--- src/sv/srtl_pkg.sv ---
// Shared types and constants for the sorted record table lookup block.
// Holds the channel word types, status codes and register indexes.
// No dependencies.
`default_nettype none

package srtl_pkg;

   // Table geometry defaults
   localparam int TABLE_DEPTH_DEF = 16;
   localparam int KEY_BITS_DEF    = 64;

   // Field widths
   localparam int NAME_W   = 64;
   localparam int AGE_W    = 7;
   localparam int ID_W     = 26;
   localparam int BAG_W    = 11;
   localparam int CLASS_W  = 2;
   localparam int STATUS_W = 3;

   // Configuration port
   localparam int CSR_IDX_W  = 3;
   localparam int CSR_DATA_W = 26;

   localparam logic [CSR_IDX_W-1:0] CSR_MAX_AGE     = 3'd0;
   localparam logic [CSR_IDX_W-1:0] CSR_MIN_ID      = 3'd1;
   localparam logic [CSR_IDX_W-1:0] CSR_MAX_ID      = 3'd2;
   localparam logic [CSR_IDX_W-1:0] CSR_MAX_BAGGAGE = 3'd3;

   // Register reset values
   localparam logic [AGE_W-1:0] MAX_AGE_RST     = 7'd110;
   localparam logic [ID_W-1:0]  MIN_ID_RST      = 26'd10000000;
   localparam logic [ID_W-1:0]  MAX_ID_RST      = 26'd65000000;
   localparam logic [BAG_W-1:0] MAX_BAGGAGE_RST = 11'd1600;

   // Request mode and seat class codes
   localparam logic MODE_INSERT = 1'b0;
   localparam logic MODE_LOOKUP = 1'b1;
   localparam logic [CLASS_W-1:0] CLASS_INVALID = 2'd3;

   // Response status codes
   localparam logic [STATUS_W-1:0] STATUS_INSERTED  = 3'd0;
   localparam logic [STATUS_W-1:0] STATUS_FOUND     = 3'd1;
   localparam logic [STATUS_W-1:0] STATUS_NOT_FOUND = 3'd2;
   localparam logic [STATUS_W-1:0] STATUS_INVALID   = 3'd3;
   localparam logic [STATUS_W-1:0] STATUS_FULL      = 3'd4;

   typedef struct packed {
      logic               mode;
      logic [NAME_W-1:0]  name_key;
      logic [AGE_W-1:0]   age;
      logic [ID_W-1:0]    id_number;
      logic [BAG_W-1:0]   baggage;
      logic [CLASS_W-1:0] seat_class;
   } req_type;

   typedef struct packed {
      logic [STATUS_W-1:0] status;
      logic [AGE_W-1:0]    found_age;
      logic [ID_W-1:0]     found_id;
      logic [BAG_W-1:0]    found_baggage;
      logic [CLASS_W-1:0]  found_class;
   } rsp_type;

   // Record payload as kept in the table
   typedef struct packed {
      logic [CLASS_W-1:0] seat_class;
      logic [BAG_W-1:0]   baggage;
      logic [ID_W-1:0]    id_number;
      logic [AGE_W-1:0]   age;
   } payload_type;

endpackage

`default_nettype wire

--- src/sv/srtl_cmp.sv ---
// Shared key comparator used by both the sort pass and the binary search.
// Depends on nothing but its parameter.
`default_nettype none

module srtl_cmp #(
   parameter int KEY_BITS = 64
) (
   input  wire logic [KEY_BITS-1:0] lhs,
   input  wire logic [KEY_BITS-1:0] rhs,
   output logic                     lhs_gt,
   output logic                     lhs_eq
);

   // Unsigned magnitude compare
   assign lhs_gt = (lhs > rhs);
   assign lhs_eq = (lhs == rhs);

endmodule

`default_nettype wire

--- src/sv/srtl_store.sv ---
// Record table memory: one write port, one read port with registered data.
// Depends on srtl_pkg for the payload type.
`default_nettype none

module srtl_store #(
   parameter int TABLE_DEPTH = 16,
   parameter int KEY_BITS    = 64,
   localparam int IDX_W      = $clog2(TABLE_DEPTH)
) (
   input  wire logic                 clock,
   input  wire logic                 wr_en,
   input  wire logic [IDX_W-1:0]     wr_addr,
   input  wire logic [KEY_BITS-1:0]  wr_key,
   input  wire srtl_pkg::payload_type wr_payload,
   input  wire logic [IDX_W-1:0]     rd_addr,
   output logic [KEY_BITS-1:0]       rd_key,
   output srtl_pkg::payload_type     rd_payload
);

   logic [KEY_BITS-1:0]   key_mem [TABLE_DEPTH];
   srtl_pkg::payload_type pay_mem [TABLE_DEPTH];

   // Write one entry per cycle
   always_ff @(posedge clock) begin
      if (wr_en) begin
         key_mem[wr_addr] <= wr_key;
         pay_mem[wr_addr] <= wr_payload;
      end
   end

   // Register read data every cycle
   always_ff @(posedge clock) begin
      rd_key     <= key_mem[rd_addr];
      rd_payload <= pay_mem[rd_addr];
   end

endmodule

`default_nettype wire

--- src/sv/sorted_record_table_lookup.sv ---
// Sorted record table lookup: top level with the sequencer and limit registers.
// Depends on srtl_pkg, srtl_store and srtl_cmp.
//
// Usage:
//   req channel carries one request word (insert or lookup by name key).
//   rsp channel returns exactly one response word per request.
//   csr channel writes the limit registers (max age, id range, max baggage);
//   it is always ready; the user must write it only while the block is idle,
//   which the block itself does not enforce.
//   An insert completes in the accept cycle; its response is valid the next
//   cycle, so inserts stream at one per cycle while the receiver keeps up.
//   A lookup first re-sorts the table if records were added since the last
//   sort, through the single memory read port and the one shared comparator.
//   Each binary search probe reads the midpoint entry, then compares it with
//   the key, and a finish state then issues the response.
//   The block takes no new request while a lookup is in progress.
// Reset: the table empties (marked sorted) and the limits return to their
//   defaults; the table memory itself is not cleared.
// Stall: a response waits in the output register until taken; a request is
//   accepted only when that register is free or drains in the same cycle.
`default_nettype none

module sorted_record_table_lookup #(
   parameter int TABLE_DEPTH = srtl_pkg::TABLE_DEPTH_DEF,
   parameter int KEY_BITS    = srtl_pkg::KEY_BITS_DEF
) (
   input  wire logic                               clock,
   input  wire logic                               reset,
   input  wire logic                               req_valid,
   output logic                                    req_ready,
   input  wire srtl_pkg::req_type                  req_data,
   output logic                                    rsp_valid,
   input  wire logic                               rsp_ready,
   output srtl_pkg::rsp_type                       rsp_data,
   input  wire logic                               csr_valid,
   output logic                                    csr_ready,
   input  wire logic [srtl_pkg::CSR_IDX_W-1:0]     csr_index,
   input  wire logic [srtl_pkg::CSR_DATA_W-1:0]    csr_wdata
);

   localparam int IDX_W = $clog2(TABLE_DEPTH);
   localparam int CNT_W = $clog2(TABLE_DEPTH + 1);

   typedef enum logic [2:0] {
      ST_IDLE,
      ST_SORT_LDA,
      ST_SORT_LDW,
      ST_SORT_CMP,
      ST_SORT_WA,
      ST_LOOK,
      ST_LOOK_CMP,
      ST_FINISH
   } state_type;

   state_type                      state_ff, state_in;
   logic [CNT_W-1:0]               count_ff, count_in;
   logic                           sorted_ff, sorted_in;
   logic [IDX_W-1:0]               a_ff, a_in;
   logic [IDX_W-1:0]               b_ff, b_in;
   logic [IDX_W-1:0]               mid_ff, mid_in;
   logic [CNT_W-1:0]               lo_ff, lo_in;
   logic [CNT_W-1:0]               hi_ff, hi_in;
   logic [KEY_BITS-1:0]            cur_key_ff, cur_key_in;
   srtl_pkg::payload_type          cur_pay_ff, cur_pay_in;
   logic [KEY_BITS-1:0]            probe_ff, probe_in;
   srtl_pkg::rsp_type              res_ff, res_in;
   logic                           rsp_valid_ff, rsp_valid_in;
   srtl_pkg::rsp_type              rsp_ff, rsp_in;
   logic [srtl_pkg::AGE_W-1:0]     max_age_ff, max_age_in;
   logic [srtl_pkg::ID_W-1:0]      min_id_ff, min_id_in;
   logic [srtl_pkg::ID_W-1:0]      max_id_ff, max_id_in;
   logic [srtl_pkg::BAG_W-1:0]     max_bag_ff, max_bag_in;

   logic                           wr_en;
   logic [IDX_W-1:0]               wr_addr;
   logic [KEY_BITS-1:0]            wr_key;
   srtl_pkg::payload_type          wr_payload;
   logic [IDX_W-1:0]               rd_addr;
   logic [KEY_BITS-1:0]            rd_key;
   srtl_pkg::payload_type          rd_payload;

   logic [KEY_BITS-1:0]            cmp_lhs;
   logic                           cmp_gt;
   logic                           cmp_eq;

   logic                           slot_free;
   logic                           req_fire;
   logic                           rec_ok;
   logic                           tbl_full;
   logic [KEY_BITS-1:0]            req_key;
   srtl_pkg::payload_type          req_pay;
   logic [CNT_W:0]                 mid_sum;
   logic [IDX_W-1:0]               mid_calc;

   srtl_store #(
      .TABLE_DEPTH (TABLE_DEPTH),
      .KEY_BITS    (KEY_BITS)
   ) u_store (
      .clock      (clock),
      .wr_en      (wr_en),
      .wr_addr    (wr_addr),
      .wr_key     (wr_key),
      .wr_payload (wr_payload),
      .rd_addr    (rd_addr),
      .rd_key     (rd_key),
      .rd_payload (rd_payload)
   );

   // Sort compares the carried entry, search compares the probe key
   assign cmp_lhs = (state_ff == ST_LOOK_CMP) ? probe_ff : cur_key_ff;

   srtl_cmp #(
      .KEY_BITS (KEY_BITS)
   ) u_cmp (
      .lhs    (cmp_lhs),
      .rhs    (rd_key),
      .lhs_gt (cmp_gt),
      .lhs_eq (cmp_eq)
   );

   // Handshake
   assign slot_free = !rsp_valid_ff || rsp_ready;
   assign req_ready = (state_ff == ST_IDLE) && slot_free;
   assign req_fire  = req_valid && req_ready;
   assign csr_ready = 1'b1;
   assign rsp_valid = rsp_valid_ff;
   assign rsp_data  = rsp_ff;

   // Record check against the limits
   assign req_key = req_data.name_key[KEY_BITS-1:0];
   assign req_pay = '{seat_class: req_data.seat_class, baggage: req_data.baggage,
                      id_number: req_data.id_number, age: req_data.age};
   assign rec_ok = (req_data.age != '0) && (req_data.age <= max_age_ff)
                && (req_data.id_number >= min_id_ff) && (req_data.id_number <= max_id_ff)
                && (req_data.baggage <= max_bag_ff)
                && (req_data.seat_class != srtl_pkg::CLASS_INVALID);
   assign tbl_full = (count_ff >= CNT_W'(TABLE_DEPTH));

   // Search midpoint: floor((lo + hi_excl - 1) / 2)
   assign mid_sum  = {1'b0, lo_ff} + {1'b0, hi_ff} - {{CNT_W{1'b0}}, 1'b1};
   assign mid_calc = mid_sum[IDX_W:1];

   // Memory port selection
   always_comb begin
      wr_en      = 1'b0;
      wr_addr    = count_ff[IDX_W-1:0];
      wr_key     = req_key;
      wr_payload = req_pay;
      rd_addr    = '0;
      case (state_ff)
         ST_IDLE: begin
            wr_en = req_fire && (req_data.mode == srtl_pkg::MODE_INSERT)
                    && rec_ok && !tbl_full;
         end
         ST_SORT_LDA: begin
            rd_addr = a_ff;
         end
         ST_SORT_LDW: begin
            rd_addr = a_ff + IDX_W'(1);
         end
         ST_SORT_CMP: begin
            rd_addr    = b_ff + IDX_W'(1);
            wr_en      = cmp_gt;
            wr_addr    = b_ff;
            wr_key     = cur_key_ff;
            wr_payload = cur_pay_ff;
         end
         ST_SORT_WA: begin
            wr_en      = 1'b1;
            wr_addr    = a_ff;
            wr_key     = cur_key_ff;
            wr_payload = cur_pay_ff;
         end
         ST_LOOK: begin
            rd_addr = mid_calc;
         end
         default: begin
         end
      endcase
   end

   // Sequencer next state
   always_comb begin
      state_in     = state_ff;
      count_in     = count_ff;
      sorted_in    = sorted_ff;
      a_in         = a_ff;
      b_in         = b_ff;
      mid_in       = mid_ff;
      lo_in        = lo_ff;
      hi_in        = hi_ff;
      cur_key_in   = cur_key_ff;
      cur_pay_in   = cur_pay_ff;
      probe_in     = probe_ff;
      res_in       = res_ff;
      rsp_valid_in = rsp_valid_ff && !rsp_ready;
      rsp_in       = rsp_ff;
      max_age_in   = max_age_ff;
      min_id_in    = min_id_ff;
      max_id_in    = max_id_ff;
      max_bag_in   = max_bag_ff;

      // Limit register writes
      if (csr_valid) begin
         case (csr_index)
            srtl_pkg::CSR_MAX_AGE:     max_age_in = csr_wdata[srtl_pkg::AGE_W-1:0];
            srtl_pkg::CSR_MIN_ID:      min_id_in  = csr_wdata[srtl_pkg::ID_W-1:0];
            srtl_pkg::CSR_MAX_ID:      max_id_in  = csr_wdata[srtl_pkg::ID_W-1:0];
            srtl_pkg::CSR_MAX_BAGGAGE: max_bag_in = csr_wdata[srtl_pkg::BAG_W-1:0];
            default: begin
            end
         endcase
      end

      case (state_ff)
         ST_IDLE: begin
            if (req_fire) begin
               if (req_data.mode == srtl_pkg::MODE_INSERT) begin
                  // Insert answers at once
                  rsp_valid_in = 1'b1;
                  rsp_in       = '0;
                  if (!rec_ok) begin
                     rsp_in.status = srtl_pkg::STATUS_INVALID;
                  end else if (tbl_full) begin
                     rsp_in.status = srtl_pkg::STATUS_FULL;
                  end else begin
                     rsp_in.status = srtl_pkg::STATUS_INSERTED;
                     count_in      = count_ff + CNT_W'(1);
                     sorted_in     = 1'b0;
                  end
               end else begin
                  probe_in = req_key;
                  lo_in    = '0;
                  hi_in    = count_ff;
                  a_in     = '0;
                  if (!sorted_ff && (count_ff >= CNT_W'(2))) begin
                     state_in = ST_SORT_LDA;
                  end else begin
                     sorted_in = 1'b1;
                     state_in  = ST_LOOK;
                  end
               end
            end
         end
         ST_SORT_LDA: begin
            state_in = ST_SORT_LDW;
         end
         ST_SORT_LDW: begin
            // Carry entry a, start the inner pass at a + 1
            cur_key_in = rd_key;
            cur_pay_in = rd_payload;
            b_in       = a_ff + IDX_W'(1);
            state_in   = ST_SORT_CMP;
         end
         ST_SORT_CMP: begin
            // Swap when the carried key is greater: entry b takes the carried record, carry entry b on
            if (cmp_gt) begin
               cur_key_in = rd_key;
               cur_pay_in = rd_payload;
            end
            if (CNT_W'(b_ff) + CNT_W'(1) == count_ff) begin
               state_in = ST_SORT_WA;
            end else begin
               b_in = b_ff + IDX_W'(1);
            end
         end
         ST_SORT_WA: begin
            a_in = a_ff + IDX_W'(1);
            if (CNT_W'(a_ff) + CNT_W'(2) < count_ff) begin
               state_in = ST_SORT_LDA;
            end else begin
               sorted_in = 1'b1;
               state_in  = ST_LOOK;
            end
         end
         ST_LOOK: begin
            if (lo_ff < hi_ff) begin
               mid_in   = mid_calc;
               state_in = ST_LOOK_CMP;
            end else begin
               res_in        = '0;
               res_in.status = srtl_pkg::STATUS_NOT_FOUND;
               state_in      = ST_FINISH;
            end
         end
         ST_LOOK_CMP: begin
            if (cmp_eq) begin
               res_in.status        = srtl_pkg::STATUS_FOUND;
               res_in.found_age     = rd_payload.age;
               res_in.found_id      = rd_payload.id_number;
               res_in.found_baggage = rd_payload.baggage;
               res_in.found_class   = rd_payload.seat_class;
               state_in             = ST_FINISH;
            end else if (cmp_gt) begin
               lo_in    = CNT_W'(mid_ff) + CNT_W'(1);
               state_in = ST_LOOK;
            end else begin
               hi_in    = CNT_W'(mid_ff);
               state_in = ST_LOOK;
            end
         end
         ST_FINISH: begin
            // Hold the result until the output register frees up
            if (slot_free) begin
               rsp_valid_in = 1'b1;
               rsp_in       = res_ff;
               state_in     = ST_IDLE;
            end
         end
         default: begin
            state_in = ST_IDLE;
         end
      endcase
   end

   // State and registered outputs
   always_ff @(posedge clock) begin
      if (reset) begin
         state_ff     <= ST_IDLE;
         count_ff     <= '0;
         sorted_ff    <= 1'b1;
         rsp_valid_ff <= 1'b0;
         max_age_ff   <= srtl_pkg::MAX_AGE_RST;
         min_id_ff    <= srtl_pkg::MIN_ID_RST;
         max_id_ff    <= srtl_pkg::MAX_ID_RST;
         max_bag_ff   <= srtl_pkg::MAX_BAGGAGE_RST;
      end else begin
         state_ff     <= state_in;
         count_ff     <= count_in;
         sorted_ff    <= sorted_in;
         rsp_valid_ff <= rsp_valid_in;
         max_age_ff   <= max_age_in;
         min_id_ff    <= min_id_in;
         max_id_ff    <= max_id_in;
         max_bag_ff   <= max_bag_in;
      end
      a_ff       <= a_in;
      b_ff       <= b_in;
      mid_ff     <= mid_in;
      lo_ff      <= lo_in;
      hi_ff      <= hi_in;
      cur_key_ff <= cur_key_in;
      cur_pay_ff <= cur_pay_in;
      probe_ff   <= probe_in;
      res_ff     <= res_in;
      rsp_ff     <= rsp_in;
   end

endmodule

`default_nettype wire

--- config.mk ---
export PLATFORM = sky130hd
export DESIGN_NAME = sorted_record_table_lookup
export DESIGN_NICKNAME = d
export VERILOG_FILES = /design/src/sv/srtl_pkg.sv /design/src/sv/srtl_cmp.sv /design/src/sv/srtl_store.sv /design/src/sv/sorted_record_table_lookup.sv
export SDC_FILE = /design/constraint.sdc
export NUM_CORES = 2
export LEC_CHECK = 0
export BUFFER_PORTS_ARGS = -buffer_cell sky130_fd_sc_hd__buf_2
export CORE_ASPECT_RATIO = 1.1
export CORE_MARGIN = 1.5
export CORE_UTILIZATION = 40
export DETAILED_ROUTE_END_ITERATION = 8
export GPL_ROUTABILITY_DRIVEN = 0
export HOLD_SLACK_MARGIN = 0.1
export PLACE_DENSITY = 0.63
export RECOVER_POWER = 50
export SYNTH_ARGS = -nofsm -noshare
export SYNTH_HDL_FRONTEND = slang
export SYNTH_SLANG_ARGS = --single-unit
--- constraint.sdc ---
create_clock -name clock -period 12.2 [get_ports clock]
set_clock_uncertainty 0.05 [all_clocks]
set_input_delay 1.83 -clock clock [delete_from_list [all_inputs] [get_ports clock]]
set_output_delay 1.83 -clock clock [all_outputs]
set_load 0.005 [all_outputs]
Yosys cells after proc, flatten, opt, wreduce, memory -nomap -nowiden. Memory sizes are Yosys's and may differ from the RTL's. A register that Yosys moved wholly into a read port is not among the register bits. Index checks and enable logic that the tools add are counted.

Flip-flop bits (word level): 374. RAM bits: 1760. Input port bits: 145. Output and inout bits: 52. Word-level logic and storage cells: 177. Memories: 2.

Memory list: u_store.key_mem (words 16, bits a word 64, read ports 1, clocked after memory_dff 1, write ports 1, line srtl_store.sv:20) `logic [KEY_BITS-1:0] key_mem [TABLE_DEPTH];`; u_store.pay_mem (words 16, bits a word 46, read ports 1, clocked after memory_dff 1, write ports 1, line srtl_store.sv:21) `srtl_pkg::payload_type pay_mem [TABLE_DEPTH];`.

Add/sub/neg operators: 8. Magnitude comparators: 9. Equal/unequal tests: 29. Muxes and demuxes: 56. Bitwise logic cells: 2. Reductions and logical operators: 42.

Operator list (count): $mux W49 (5); $pmux W49 S2 (2); $mux W64 (3); $pmux W64 S2 (1); $mux W46 (2); $pmux W46 S2 (1); $eq A64 B64 Y1 (1); $gt A64 B64 Y1 (1); $mux W5 (8); $ne A2 B2 Y1 const B (14); $ge A26 B26 Y1 (1); $le A26 B26 Y1 (1); $mux W3 (8); $pmux W3 S8 (1); $pmux W4 S2 (3); $pmux W5 S2 (2); $pmux W4 S4 (1); $reduce_and A5 Y1 (3); $reduce_and A2 Y1 (7); $eq A3 B2 Y1 const B (4); $eq A3 B3 Y1 const B (4); $logic_and A1 B1 Y1 (12); $mux W1 (12); $mux W4 (3); other kinds (27) (46).

Longest topological paths before layout.
Depth after elaboration: 11. Mapped depth: 17. Gate-level depth less buffers: 14.

Cells and area by module. From an unflattened synthesis, not the netlist that was laid out.

Cell total of the unflattened synthesis: 4544. Area, all modules: 86962.2 µm².

By module, submodules not included: srtl_store (times used 1, cells each 2813, area each 68017.7 µm², seq. area each 55052.8 µm²); sorted_record_table_lookup (times used 1, cells each 1504, area each 17309.1 µm², seq. area each 10400.0 µm²); srtl_cmp (times used 1, cells each 227, area each 1635.3 µm², seq. area each 0.0 µm²).

Worst setup path before layout. No wires, ideal clock.

Kind: input -> register. Start point: input req_data[38] in the netlist's numbering. End point: memory u_store.key_mem[9][0] (enable). Setup time: 0.637 ns. Data arrival time: 9.598 ns. Data required time: 11.513 ns. Slack: 1.915 ns. Stages on the path: 8. Buffers on the path: 0. Cells stage by stage: ha_1 nand4_1 nor4_1 nand4_1 nor4_1 o221ai_2 o311ai_4 nor4b_2.

Longest elaborated chain between the ends: 10. Elaborated cells between the ends (all ways): 11.

RTL lines: from (decl) (line sorted_record_table_lookup.sv:31) `input wire srtl_pkg::req_type req_data,`; $ge A26 B26 Y1 (line sorted_record_table_lookup.sv:134) `&& (req_data.id_number >= min_id_ff) && (req_data.id_number <= max_id_ff)`; $logic_and A1 B1 Y1 (line sorted_record_table_lookup.sv:134); $logic_and A1 B1 Y1 (*) (line sorted_record_table_lookup.sv:134); $logic_and A1 B1 Y1 (*) (line sorted_record_table_lookup.sv:135) `&& (req_data.baggage <= max_bag_ff)`; $logic_and A1 B1 Y1 (*) (line sorted_record_table_lookup.sv:136) `&& (req_data.seat_class != srtl_pkg::CLASS_INVALID);`; $logic_and A1 B1 Y1 (*) (2 in series) (line sorted_record_table_lookup.sv:153) `&& rec_ok && !tbl_full;`; $pmux W1 S3 (*) (line sorted_record_table_lookup.sv:150) `case (state_ff)`; $mux W1 (*) (line srtl_store.sv:25) `if (wr_en) begin`; $mux W1 (not written as such) (*) (line srtl_store.sv:26) `key_mem[wr_addr] <= wr_key;`; to (decl) (line srtl_store.sv:20).

Mark *: on every way between the ends. The rest lies on a longest branch, timed or not.

Final worst setup path.
Start point: register state_ff[2]. End point: memory u_store.pay_mem[13][11] in the netlist's numbering (enable).

Longest elaborated chain between the ends: 9. Elaborated cells between the ends (all ways): 15.

RTL lines: from (decl) (line sorted_record_table_lookup.sv:55) `state_type state_ff, state_in;`; from (signal assigned) (line sorted_record_table_lookup.sv:328) `state_ff <= state_in;`; branches (longest 9 deep; another with $gt A64 B64 Y1); to (decl) (line srtl_store.sv:21).

Parallel ways; which one is timed is not known.

==> metrics <==
status finished with violations; violated checks capacitance limit, slew limit; post-synthesis sequential area ratio between 70 and 80%; Syn Inst Count around 4.8k; H-tree depth 4; GRT overflow 0; Detailed Route Iter0 Violations approximately 4.6k; Starting Density 40.3%; largest net degree at the start of global routing about 130; final hold vios 0; post-cts resize count 0; DRC 0; asr flop ratio synth 0%; syn nets just over 5k; CTS tree yes; CP max stage cell clkinvlp_2; Synth cell types 70; Final period util 79.3%; # port buffers roughly 200; dpl ws ~4.3 ns; Final ANT Viol Nets 0; Hold WS roughly 0.36 ns; part of the power in registers 42.8%; maxcap violations 8; area of the core between 200,000 and 250,000 µm²; critical path fanouts, max 66; die area 223,000 µm²; Synth top cells by count edfxtp_1 (2,053), nand2_1 (579), mux4_2 (440); Clock transition at path regs ~0.060 ns; Slew Viols, Final between 300 and 400; Hold Crit Class reg2reg; yosys warns 0; initial antenna violation count 21; NetSw about 0.0073 W; switching share of power a little under a third; Syn Area/Cell ~18 µm²; routed wire length ~210,000 µm; die height between 400 and 500 µm; Worst Path Required approximately 13 ns; DR vias/cell 5.54; Worst Setup Slack, final ~2.5 ns; RSZ-0062 raised after global routing no; Tot Pwr 0.0238 W; fraction of layout cells with a size suffix above 1 19.8%; area grow syn2layout 13.3%; fin crit period approximately 9.7 ns; CTS Sinks 2,243; DR vias 45.2k; all-layer global routing usage 19.1%; Comb pwr share 28.3%; count leader, synth edfxtp_1; cell type with the largest total area after synthesis edfxtp_1; DR WL/cell 26.3 µm; fmax between 100 and 150 MHz; EDFF count, synth 2,053; Critical Path AT ~10 ns; Worst Setup Start Kind flop; flops & latches, synth approximately 2.2k; cts hold-fix bufs 0; Final HPWL DP about 120,000 µm; NumNets Final roughly 5.3k; fill count roughly 19k; Synth area leaders edfxtp_1 (70%), mux4_2 (11%), dfxtp_1 (4.3%), nand2_1 (2.5%), ha_1 (2.2%); top cell type's share of synthesized area a little over two thirds; CTS buffer count between 200 and 250; Slew headroom -198%; Max stage delay on crit path about 1.3 ns; CP Cell Sequence buf_4 -> nand2_1 -> nor2_1 -> clkinvlp_2 -> clkbuf_1 -> nand2_1 -> nand2_1 -> ha_1 -> nand4_1 -> nor3_1 -> nand4_1 -> a41oi_1 -> nor4_2 -> o311ai_4 -> nand3_2 -> nor2_4 -> buf_4 -> buf_4; number of global-route vias before repair 46.2k; clock share of power slightly below 30%; endpoints failing setup 0; Worst setup EP type flop; Bufs on Longest Clock Path 3; setup_tns 0 ns; cell area after synthesis 88,200 µm²; Post-CTS Setup Bufs 0; main flop type after synthesis edfxtp_1; row count between 150 and 200; LEAKAGE about 33 nW; P per Cell Area between 200 and 250 nW/µm²; I/O Pins 197; Peak VDD IR around 0.24 mV; Finished Core Util a little under half; pin slew with the least headroom to its limit about 4.5 ns; global-route wire length before repair around 310,000 µm; crit path kind reg2reg; internal power 0.0165 W; first-pass detailed-route iteration total 5; Skew-Pair Late Insertion Delay 0.85 ns; Die W 451 µm; CTS root buf clkbuf_16
logic make-up (layout without fill, tap and decap cells):
family          Yosys count  in the layout  share of synthesized area [%]
mux                     567            567                           12.8
flops                  2243           2243                           74.2
buf+inv                 401            848                           1.92
simple gates            953            953                           4.95
other cells               1              4                        0.00425
compound gates          455            455                           3.70
xor+xnor                 15             15                          0.149
fa+ha+maj               155            155                           2.21
power groups by stage:
stage               Combinational, W  Clock, W  Sequential (W)
floorplan                    0.00485         0          0.0102
global placement             0.00680         0          0.0103
detailed placement           0.00688         0          0.0103
CTS                          0.00690   0.00701          0.0102
global route                 0.00732   0.00728          0.0102
finish                       0.00674   0.00689          0.0102
placed cells by master, fill, tap and decap left out, types with 7 or more instances in the layout:
cell	Yosys	routed
buf_12	0	11
mux2_2	114	7
bufinv_16	0	27
mux2i_1	13	13
o211ai_1	34	34
buf_4	4	60
mux2_1	0	107
clkbuf_16	0	218
nor3_1	10	10
clkbuf_8	0	22
ha_1	154	154
clkinv_2	0	35
a211oi_1	68	68
nor2_1	68	49
and3_1	52	52
dfxtp_1	190	189
nor2b_1	8	8
nand2b_1	8	8
and2_1	158	124
xor2_1	7	7
a31oi_1	112	111
a21oi_1	101	98
xnor2_1	8	8
inv_1	159	159
and2_0	1	35
clkinv_1	1	35
nand2_1	579	579
nor2_4	0	18
buf_2	90	102
edfxtp_1	2053	2053
a21o_1	16	16
mux4_2	440	440
nand3_1	22	22
clkbuf_1	118	158
a211oi_2	48	48
nand4_1	23	23
o21ai_0	34	34
worst max-delay path, delay by kind of cell (launching register included):
| kind | cells | cell delay [ns] |
|---|---|---|
| buffers and inverters | 5 | 4.52 |
| AND/OR/NAND/NOR | 10 | 3.27 |
| AO/OA/AOI/OAI | 2 | 0.72 |
| adder cells (fa/ha/maj) | 1 | 0.33 |
| flip-flops | 1 | 0.31 |
layout make-up:
class                   instances  area [µm²]  share of cell area (%)
flip-flops and latches       2243       65500                    65.5
multi-input cells            2146       21200                    21.3
clock buffers                 296        5970                    5.98
well taps                    2912        3640                    3.65
repair buffers                275        1560                    1.57
clock inverters               116        1380                    1.38
inverters                     161         606                   0.606
diodes                          3        7.51                 0.00752
metrics by stage:
| stage | area (µm²) | cells |
|---|---|---|
| 3_5_place_dp | 92700 | 7737 |
| 6_report | 99900 | 8152 |
| 3_3_place_gp | 92700 | 7737 |
| 5_1_grt | 99900 | 8149 |
| 4_1_cts | 100000 | 8149 |
| 2_1_floorplan | 88200 | 4790 |
sequential cells by signal (all words and copies together), names as in the netlist, 3 cells and up:
signal,count
a_ff,4
b_ff,4
count_ff,5
cur_key_ff,64
cur_pay_ff,46
hi_ff,5
lo_ff,5
max_age_ff,7
max_bag_ff,11
max_id_ff,26
mid_ff,4
min_id_ff,26
probe_ff,64
res_ff,48
rsp_data,49
state_ff,3
u_store.key_mem,1024
u_store.pay_mem,736
u_store.rd_key,64
u_store.rd_payload,46
per-layer routing:
layer  global-route usage (%)  vias up  wire, µm
li1                         -    19400         -
met1                     26.5    23800     91400
met2                     31.3     1600    104000
met3                     3.10      326     13800
met4                     4.92       18      5110
met5                        0        -       134
path summary, 6_finish.rpt:
| check | end | cells past startpoint | start | slack, ns |
|---|---|---|---|---|
| min reg2reg | cur_key_ff[63]$_DFFE_PP_ | 0 | u_store.rd_key[63]$_DFF_P_ | 0.36 |
| min | cur_key_ff[63]$_DFFE_PP_ | 0 | u_store.rd_key[63]$_DFF_P_ | 0.36 |
| max | u_store.pay_mem[13][11]$_DFFE_PP_ | 18 | state_ff[2]$_SDFFE_PP0P_ | 2.52 |
| max reg2reg | u_store.pay_mem[13][11]$_DFFE_PP_ | 18 | state_ff[2]$_SDFFE_PP0P_ | 2.52 |
Power figures use the tool's default switching activity.
